**config.mk**
```make
export PLATFORM = sky130hd
export DESIGN_NAME = dlrs_ram
export DESIGN_NICKNAME = d
export VERILOG_FILES = /design/src/sv/dlrs_ram.sv
export SDC_FILE = /design/constraint.sdc
export NUM_CORES = 1
export LEC_CHECK = 0
export BUFFER_PORTS_ARGS = -buffer_cell sky130_fd_sc_hd__buf_2
export CELL_PAD_IN_SITES_DETAIL_PLACEMENT = 0
export CELL_PAD_IN_SITES_GLOBAL_PLACEMENT = 1
export CORE_UTILIZATION = 58
export DETAILED_ROUTE_END_ITERATION = 10
export PLACE_DENSITY = 0.93
export SYNTH_ARGS = -nofsm -noshare
export SYNTH_HDL_FRONTEND = slang
export SYNTH_SLANG_ARGS = --single-unit
```
**constraint.sdc**
```tcl
create_clock -name clk -period 3.9 [get_ports clk]
set_input_delay 0.195 -clock clk [delete_from_list [all_inputs] [get_ports clk]]
set_output_delay 0.195 -clock clk [all_outputs]
set_load 0.1 [all_outputs]
```
**src/sv/dlrs_ram.sv**
```systemverilog
// Generic single-port-write, single-port-read RAM with a registered read.
module dlrs_ram #(
	parameter int WIDTH = 16,
	parameter int DEPTH = 16
) (
	input  logic clk,
	input  logic we,
	input  logic [((DEPTH > 1) ? $clog2(DEPTH) : 1)-1:0] waddr,
	input  logic [WIDTH-1:0] wdata,
	input  logic [((DEPTH > 1) ? $clog2(DEPTH) : 1)-1:0] raddr,
	output logic [WIDTH-1:0] rdata
);

	logic [WIDTH-1:0] mem [DEPTH];

	// Write port and registered read port.
	always_ff @(posedge clk) begin
		if (we) begin
			mem[waddr] <= wdata;
		end
		rdata <= mem[raddr];
	end

endmodule

```
## Word-level counts from Yosys, hierarchy flattened

Memories as Yosys holds them, arrays and structs flattened. A register that Yosys moved wholly into a read port is not among the register bits.
Index checks and enable logic that the tools add are counted.

- RAM bits: 256
- Input port bits: 26
- Flip-flop bits (word level): 0
- Word-level logic and storage cells: 3
- Memories kept: 1
- Output and inout port bits: 16

- Muxes and demuxes: 2

Memories:

| name | depth | width | rd ports | clocked after memory_dff | write ports | line | RTL |
|---|---|---|---|---|---|---|---|
| mem | 16 | 16 | 1 | 1 | 1 | 14 | `logic [WIDTH-1:0] mem [DEPTH];` |

Operators by type and width:

| operator | count |
|---|---|
| two-way mux 1 bit | 2 |

## Depth between registers and ports, before layout

Gate-level depths: netlist of the first run.

- Depth after elaboration: 2
- Mapped depth: 5
- Depth with buffers taken out: 3

## Least setup slack after synthesis of the first run

Ideal clock, no wire load.

- Kind: input to register
- Start: input port waddr[2] (netlist bit)
- End: memory mem[0][0], enable pin
- Slack: 1.650 ns
- Buffers on the path: 0
- Data required time: 3.491 ns
- Stages: 2
- Library setup time: 0.409 ns
- Arrival time: 1.841 ns
- Cells stage by stage: or3b_2 -> nor3_1

RTL lines:

| element | line | RTL |
|---|---|---|
| start: declaration | 8 | `input logic [((DEPTH > 1) ? $clog2(DEPTH) : 1)-1:0] waddr,` |
| end: declaration | 14 |  |

No word-level cell before the write port.

==> results of run 1 <==
## logic make-up (layout without fill, tap and decap cells)
group           count (synthesis)  after routing  share of synthesized area, %
flops                         272            272                          79.7
mux                            64             64                          14.7
simple gates                   43             43                          1.92
compound gates                 32             32                          2.39
buf+inv                        21            110                          1.23
## synthesized netlist by cell type (all sizes together)
| cell type | instances |
|---|---|
| nand3 | 1 |
| nand3b | 2 |
| and2 | 1 |
| a22oi | 32 |
| edfxtp | 256 |
| buf | 13 |
| nor2 | 13 |
| nor2b | 2 |
| nor3 | 4 |
| or3b | 1 |
| clkbuf | 8 |
| nand2 | 17 |
| mux4 | 64 |
| nand2b | 2 |
| dfxtp | 16 |
## flip-flops by register name, summed over array words and instances, names as in the netlist
register  flops
rdata        16
mem         256
## routing by layer
metal	wire length (µm)	global-route usage (%)	vias up
li1	-	-	1973
met1	8000	35.4	2493
met2	10300	39.4	266
met3	1910	3.96	43
met4	445	7.26	0
met5	0	0	-
## final timing paths
path	to	slack, ps	cells past startpoint
setup reg to reg	rdata[1]$_DFF_P_	2550	3
setup / recovery	rdata[11]$_DFF_P_	2280	5
hold reg to reg	rdata[11]$_DFF_P_	670	3
hold / removal	mem[7][6]$_DFFE_PP_	50	1
## metrics by stage
stage	instance area [µm²]	cells	setup WS (ps)	total power [W]	hold slack, ps
2_1_floorplan	10000	432	1650	0.00365	294
3_3_place_gp	10600	693	1730	0.00375	551
3_5_place_dp	10600	693	1710	0.00377	579
4_1_cts	11400	741	2240	0.00608	33.3
5_1_grt	11400	741	2100	0.00622	45.3
6_report	11400	741	2280	0.00605	45.4
## cell type report
class	count	area share (%)
Tap cell	220	2.41
Clock buffer	37	6.51
Multi-Input combinational cell	139	17.2
Sequential cell	272	70.2
Timing Repair Buffer	62	3.20
Clock inverter	11	0.537
## report_power, final
part	internal (W)	total [W]	switching, W
registers	0.00327	0.00329	0.0000207
logic	0.000119	0.000422	0.000303
clock network	0.00133	0.00234	0.00101
total	0.00472	0.00605	0.00133
## critical path, delay by kind of cell
kind | cells | cell delay (ps)
buf+inv | 2 | 930
mux | 1 | 600
compound gates | 1 | 190
simple gates | 1 | 70
==> flow_summary.ini, run 1 <==
[grt]
grt_overflow_total = 0
grt_pass1_vias = 5018
grt_pass1_wl_um = 30700
antenna_found_initial = 0
grt_max_degree = 34
grt_usage_pct = 24.5

[sta]
timing.fmax_mhz = 619
setup_violations = 0
min_period_over_period_pct = 41.4
hold_viol_final = 0
layout_min_cycle_time_ps = 1620
finalClockSkew_ps = 10.3
tns_ps = 0
worst_pin_slew_ps = 1190
slew_headroom_pct = 20.7
rsz0062_at_grt = no
maxSlewViolCount = 0

[clock_tree]
clock_path_buffers = 3
ctsRootBufferMaster = clkbuf_16
hold_buffers = 0
post-cts-setup-buffers = 0
cts_tree = yes
htree_levels = 1
cts_sinks = 272
clk_latency_ps = 520
clk_pin_slew_ps = 60
cts_resized = 0
cts_buffers = 26

[floorplan]
pin_count = 42
die_height_um = 134
row_count = 47
die_x_um = 134
initial_core_util_pct = 59.9
die_area_um2 = 17800
core_um2 = 16800

[setup_path]
critPathLaunchType = input pin
crit_type = input pin to flip-flop
worstPathArrival_ps = 2020
slowest_delay_ps = 600
cpMostUsedCell = buf_4
crit_start = raddr[0]
crit_chain = buf_4 > buf_4 > mux4_1 > a22oi_1 > nand2_1
reg2reg_from = mem[11][1]$_DFFE_PP_
crit_required_ps = 4300
path_max_fanout = 33
critPathSlowestCell = mux4_1
endpoint_kind = flip-flop

[cells_and_area]
most-common-layout-cells = 256 x edfxtp_1, 54 x mux4_2, 40 x buf_2
nFillCells = 1031
regArea_um2 = 8010
final_common_cell = edfxtp_1
area_growth_pct = 13.7
fin_util_pct = 68.1
num_antenna_cells = 0
nets = 527
multi_input_area_um2 = 1960
drive_above_1_share_pct = 32.8

[logic_synthesis]
ys_seq_elements = 272
syn_area_per_cell_um2 = 23.2
ys_top_cells_by_area = edfxtp_1 77%, mux4_2 12%, dfxtp_1 3.2%, mux4_1 2.6%, a22oi_1 2.4%
synthCells = 432
syn-num-nets = 458
synth_area_um2 = 10000
yosysSeqAreaShare_pct = 79.7
yosysWarnings = 0
yosysTopAreaCell = edfxtp_1
yosysUniqueCellTypes = 19
synth_top_area_share_pct = 76.5

[power]
p_leak_nw = 3.74
p_per_area_nw_per_um2 = 530
peakVddDrop_mv = 0.349

[drt]
dr.first_iter.drc_count = 487
first_pass_iters = 5
drt-total-wl_um = 20600
drc = 0
ant_nets = 0
vias = 4775
wl_per_cell_um = 27.8
vias_per_cell = 6.44

[hold_path]
min-delay-start = wdata[6]
hp-class = input pin to flip-flop

[place]
routabilityCongestion = 0.719
io_buffers = 41
hpwlAfterDp_um = 10900

[job]
cap_viol_max_count = 0

[outcome]
status = completed
No activity file was read; power rests on OpenSTA's default activity.
==> run 2: changes to the inputs <==
--- a/config.mk
+++ b/config.mk
@@ -8,9 +8,9 @@
 export BUFFER_PORTS_ARGS = -buffer_cell sky130_fd_sc_hd__buf_2
 export CELL_PAD_IN_SITES_DETAIL_PLACEMENT = 0
 export CELL_PAD_IN_SITES_GLOBAL_PLACEMENT = 1
-export CORE_UTILIZATION = 58
+export CORE_UTILIZATION = 49
 export DETAILED_ROUTE_END_ITERATION = 10
-export PLACE_DENSITY = 0.93
+export PLACE_DENSITY = 0.85
 export SYNTH_ARGS = -nofsm -noshare
 export SYNTH_HDL_FRONTEND = slang
 export SYNTH_SLANG_ARGS = --single-unit
==> constraint.sdc (replaced) <==
create_clock -name clk -period 1.3 [get_ports clk]
set_input_delay 0.065 -clock clk [delete_from_list [all_inputs] [get_ports clk]]
set_output_delay 0.065 -clock clk [all_outputs]
set_load 0.1 [all_outputs]
==> flow_summary.ini, run 2 (synthesized netlist as in run 1, its figures left out) <==
[outcome]
status = completed

[grt]
grt_pass1_vias = 4994
grt_pass1_wl_um = 30700
antenna_found_initial = 0
grt_usage_pct = 19.9
grt_overflow_total = 0
grt_max_degree = 26

[sta]
slew_headroom_pct = 77.1
finalClockSkew_ps = 14.1
worst_pin_slew_ps = 344
finalHoldWorstSlack_ps = 88.0
timing.fmax_mhz = 785
layout_min_cycle_time_ps = 1270
hold_viol_final = 0
min_period_over_period_pct = 98.0
maxSlewViolCount = 0
setup_violations = 0

[drt]
drc = 0
drt-total-wl_um = 20400
wl_per_cell_um = 24.9
ant_nets = 0
first_pass_iters = 5
vias = 4772
dr.first_iter.drc_count = 456
vias_per_cell = 5.82

[cells_and_area]
drive_above_1_share_pct = 36.0
most-common-layout-cells = 256 x edfxtp_1, 60 x mux4_2, 28 x buf_4
final_common_cell = edfxtp_1
regMostFlops = mem
num_antenna_cells = 0
fin_util_pct = 59.9
nFillCells = 1407
nets = 556
top_regs = mem: 256 flops, rdata: 16 flops
stdcell_area_um2 = 12100
area_growth_pct = 20.4
largest_reg_flops = 256

[floorplan]
row_count = 52
die_x_um = 145
initial_core_util_pct = 49.8
pin_count = 42
core_um2 = 20200
die_height_um = 145
die_area_um2 = 21100

[setup_path]
critPathLaunchType = flip-flop
crit_required_ps = 1700
cp_num_buf_inv = 0
crit_chain = mux4_2 > a22oi_2 > nand2_1
worstPathArrival_ps = 1680
slowest_delay_ps = 480
crit_type = flip-flop to flip-flop
path_max_fanout = 1
cp_top_family = multiplexers
critPathSlowestCell = mux4_2
endpoint_kind = flip-flop

[clock_tree]
cts_buffers = 26
cts_tree = yes
cts_sinks = 272
post-cts-setup-buffers = 0
clk_latency_ps = 520
clock_path_buffers = 3
ctsRootBufferMaster = clkbuf_16
clk_pin_slew_ps = 60
htree_levels = 1

[place]
hpwlAfterDp_um = 11000
io_buffers = 41
routabilityCongestion = 0.717
dpl_cell_area_um2 = 11100

[power]
peakVddDrop_mv = 1.09
p_leak_nw = 3.93
p_per_area_nw_per_um2 = 1510
finalPower_w = 0.0182

[hold_path]
hp-class = input pin to flip-flop

[job]
cap_viol_max_count = 0
[run 2: power breakdown]
part | internal (W) | leakage (nW) | switching (W)
combinational | 0.000506 | 1.10 | 0.000945
clock | 0.00393 | 0.383 | 0.00298
sequential | 0.00980 | 2.45 | 0.0000642
total | 0.0142 | 3.93 | 0.00399
[run 2: metal layers]
layer | part of all wire (%) | track usage (%) | vias to the layer above
met5 | 0 | 0 | -
met4 | 2.3 | 6.84 | 0
met3 | 8.2 | 3.08 | 35
met2 | 48 | 31.9 | 228
met1 | 41 | 28.3 | 2478
li1 | - | - | 2031
[run 2: path summary, 6_finish.rpt]
check | startpoint | to | slack, ps | cells after the start
hold / removal | waddr[1] | mem[12][11]$_DFFE_PP_ | 90 | 3
setup / recovery | mem[8][8]$_DFFE_PP_ | rdata[8]$_DFF_P_ | 30 | 3
setup reg to reg | mem[8][8]$_DFFE_PP_ | rdata[8]$_DFF_P_ | 30 | 3
hold reg to reg | mem[15][2]$_DFFE_PP_ | rdata[2]$_DFF_P_ | 660 | 3
[run 2: area by class of cell]
type / count / area, µm² / area share [%]
Clock buffer: 39 / 741 / 6.13
Clock inverter: 9 / 43.8 / 0.362
Multi-Input combinational cell: 139 / 2020 / 16.7
Sequential cell: 272 / 8010 / 66.2
Tap cell: 270 / 338 / 2.79
Timing Repair Buffer: 91 / 942 / 7.79
[run 2: worst register-to-register path, delay by kind of cell, from the launching register on]
family	cells	cell delay, ps
flip-flops	1	380
AO/OA/AOI/OAI	1	230
AND/OR/NAND/NOR	1	70
multiplexers	1	480
[run 2: metrics by stage]
stage          setup slack (ps)  setup TNS [ps]  instances
6_report                   25.6               0        820
3_5_place_dp               -174           -2450        756
2_1_floorplan              -286          -15320        432
4_1_cts                    1.59               0        820
3_3_place_gp               -124           -2050        756
5_1_grt                  -0.470          -0.470        820
[run 2: what timing repair did]
action | in CTS | in global routing
gates cloned | 0 | 0
pin swaps | 0 | 7
endpoints found under the hold margin | 256 | 0
endpoints found under the setup margin | 19 | 10
resized for setup | 21 | 13
hold buffers | 16 | 0
==> run 3: changes to the inputs <==
--- a/config.mk
+++ b/config.mk
@@ -10,6 +10,7 @@
 export CELL_PAD_IN_SITES_GLOBAL_PLACEMENT = 1
 export CORE_UTILIZATION = 49
 export DETAILED_ROUTE_END_ITERATION = 10
+export MAX_ROUTING_LAYER = met4
 export PLACE_DENSITY = 0.85
 export SYNTH_ARGS = -nofsm -noshare
 export SYNTH_HDL_FRONTEND = slang
==> flow_summary.ini, run 3 (synthesized netlist as in run 1, its figures left out) <==
[setup_path]
crit_start = mem[8][8]$_DFFE_PP_
reg2reg_slack_ps = 30
reg2reg_to = rdata[8]$_DFF_P_
crit_chain = mux4_2 > a22oi_2 > nand2_1
crit_required_ps = 1700
worstPathArrival_ps = 1670
critPathSlowestCell = mux4_2
reg2reg_from = mem[8][8]$_DFFE_PP_
crit_type = flip-flop to flip-flop
slowest_delay_ps = 480
path_max_fanout = 1
crit_end = rdata[8]$_DFF_P_
reg2reg_depth = 3
critPathLaunchType = flip-flop
endpoint_kind = flip-flop

[grt]
grt_overflow_total = 0
grt_pass1_vias = 4988
grt_usage_pct = 20.6
grt_max_degree = 26
antenna_found_initial = 0
grt_pass1_wl_um = 30700

[floorplan]
core_um2 = 20200
pin_count = 42
initial_core_util_pct = 49.8
die_x_um = 145
die_height_um = 145
die_area_um2 = 21100
row_count = 52

[clock_tree]
htree_levels = 1
cts_tree = yes
cts_sinks = 272
clock_path_buffers = 3
ctsRootBufferMaster = clkbuf_16
clk_latency_ps = 520
cts_buffers = 26
clk_pin_slew_ps = 60

[sta]
tns_ps = 0
slew_headroom_pct = 76.0
finalClockSkew_ps = 11.7
worst_pin_slew_ps = 361
finalHoldWorstSlack_ps = 85.5
min_period_over_period_pct = 97.8
timing.fmax_mhz = 787
layout_min_cycle_time_ps = 1270
maxSlewViolCount = 0
hold_viol_final = 0
setup_violations = 0

[cells_and_area]
final_common_cell = edfxtp_1
top_regs = mem: 256 flops, rdata: 16 flops
num_antenna_cells = 0
drive_above_1_share_pct = 36.0
most-common-layout-cells = 256 x edfxtp_1, 60 x mux4_2, 28 x buf_4
area_growth_pct = 20.4
largest_reg_flops = 256
nets = 556
regMostFlops = mem

[drt]
vias = 4759
drc = 0
vias_per_cell = 5.80
dr.first_iter.drc_count = 455
wl_per_cell_um = 25.0
ant_nets = 0
drt-total-wl_um = 20500
first_pass_iters = 5

[power]
peakVddDrop_mv = 1.09
p_per_area_nw_per_um2 = 1510
p_leak_nw = 3.93

[hold_path]
hp-class = input pin to flip-flop

[job]
cap_viol_max_count = 0

[place]
io_buffers = 41
routabilityCongestion = 0.725
hpwlAfterDp_um = 11000

[outcome]
status = completed
run 3: cell counts in the layout (fill, tap and decap cells not counted):
Identical to the previous run, type by type.
run 3: repair_timing:
item / in CTS / in global routing
hold buffers: 16 / 0
gates resized for setup: 21 / 13
setup buffers: 0 / 0
endpoints found under the hold margin: 256 / 0
pin swaps: 0 / 7
endpoints found under the setup margin: 19 / 10
run 3: per-stage QoR:
stage | utilization [%] | std cells | power (W) | instance area (µm²) | worst slack [ps]
3_5_place_dp | 54.9 | 756 | 0.0114 | 11100 | -174
6_report | 59.9 | 820 | 0.0182 | 12100 | 28.8
3_3_place_gp | 54.9 | 756 | 0.0114 | 11100 | -124
2_1_floorplan | - | 432 | 0.0109 | 10100 | -286
5_1_grt | 59.9 | 820 | 0.0187 | 12100 | -0.470
4_1_cts | 59.8 | 820 | 0.0183 | 12100 | 1.59
run 3: layer usage:
layer  GRT usage, %  share of wire (%)  up-vias  wire length [µm]
met5              -                  0        -                 0
met4           6.84                2.2        0               448
met3           3.05                7.9       35              1620
met2           31.9                 49      212             10000
met1           28.5                 41     2479              8390
li1               -                  -     2033                 -
run 3: where the power goes:
part           internal (W)  switching (W)  total, W
Combinational      0.000506       0.000945   0.00145
Clock               0.00393        0.00298   0.00690
Sequential          0.00980      0.0000643   0.00987
Total                0.0142        0.00399    0.0182
run 3: worst min path at each step:
stage | from | endpoint | slack, ps | depth (start not counted)
5_1_grt | waddr[1] | mem[12][12]$_DFFE_PP_ | 100 | 3
3_3_place_gp | wdata[14] | mem[15][14]$_DFFE_PP_ | 420 | 1
2_1_floorplan | wdata[0] | mem[0][0]$_DFFE_PP_ | 160 | 0
3_5_place_dp | wdata[4] | mem[12][4]$_DFFE_PP_ | 440 | 1
6_report | waddr[1] | mem[12][11]$_DFFE_PP_ | 90 | 3
4_1_cts | waddr[1] | mem[12][10]$_DFFE_PP_ | 80 | 3
run 3: worst max-delay path: cells and delay by family (launching register included):
family,cells,cell delay [ps]
muxes,1,480
DFF,1,380
AOI/OAI and AO/OA,1,230
and+or+nand+nor,1,70
run 3: layout make-up:
type	count	area (µm²)
clock inverter	9	43.8
tap	270	338
clock buffer	39	741
timing repair buffer	91	942
fill	1407	8080
multi-input combinational	139	2020
sequential	272	8010
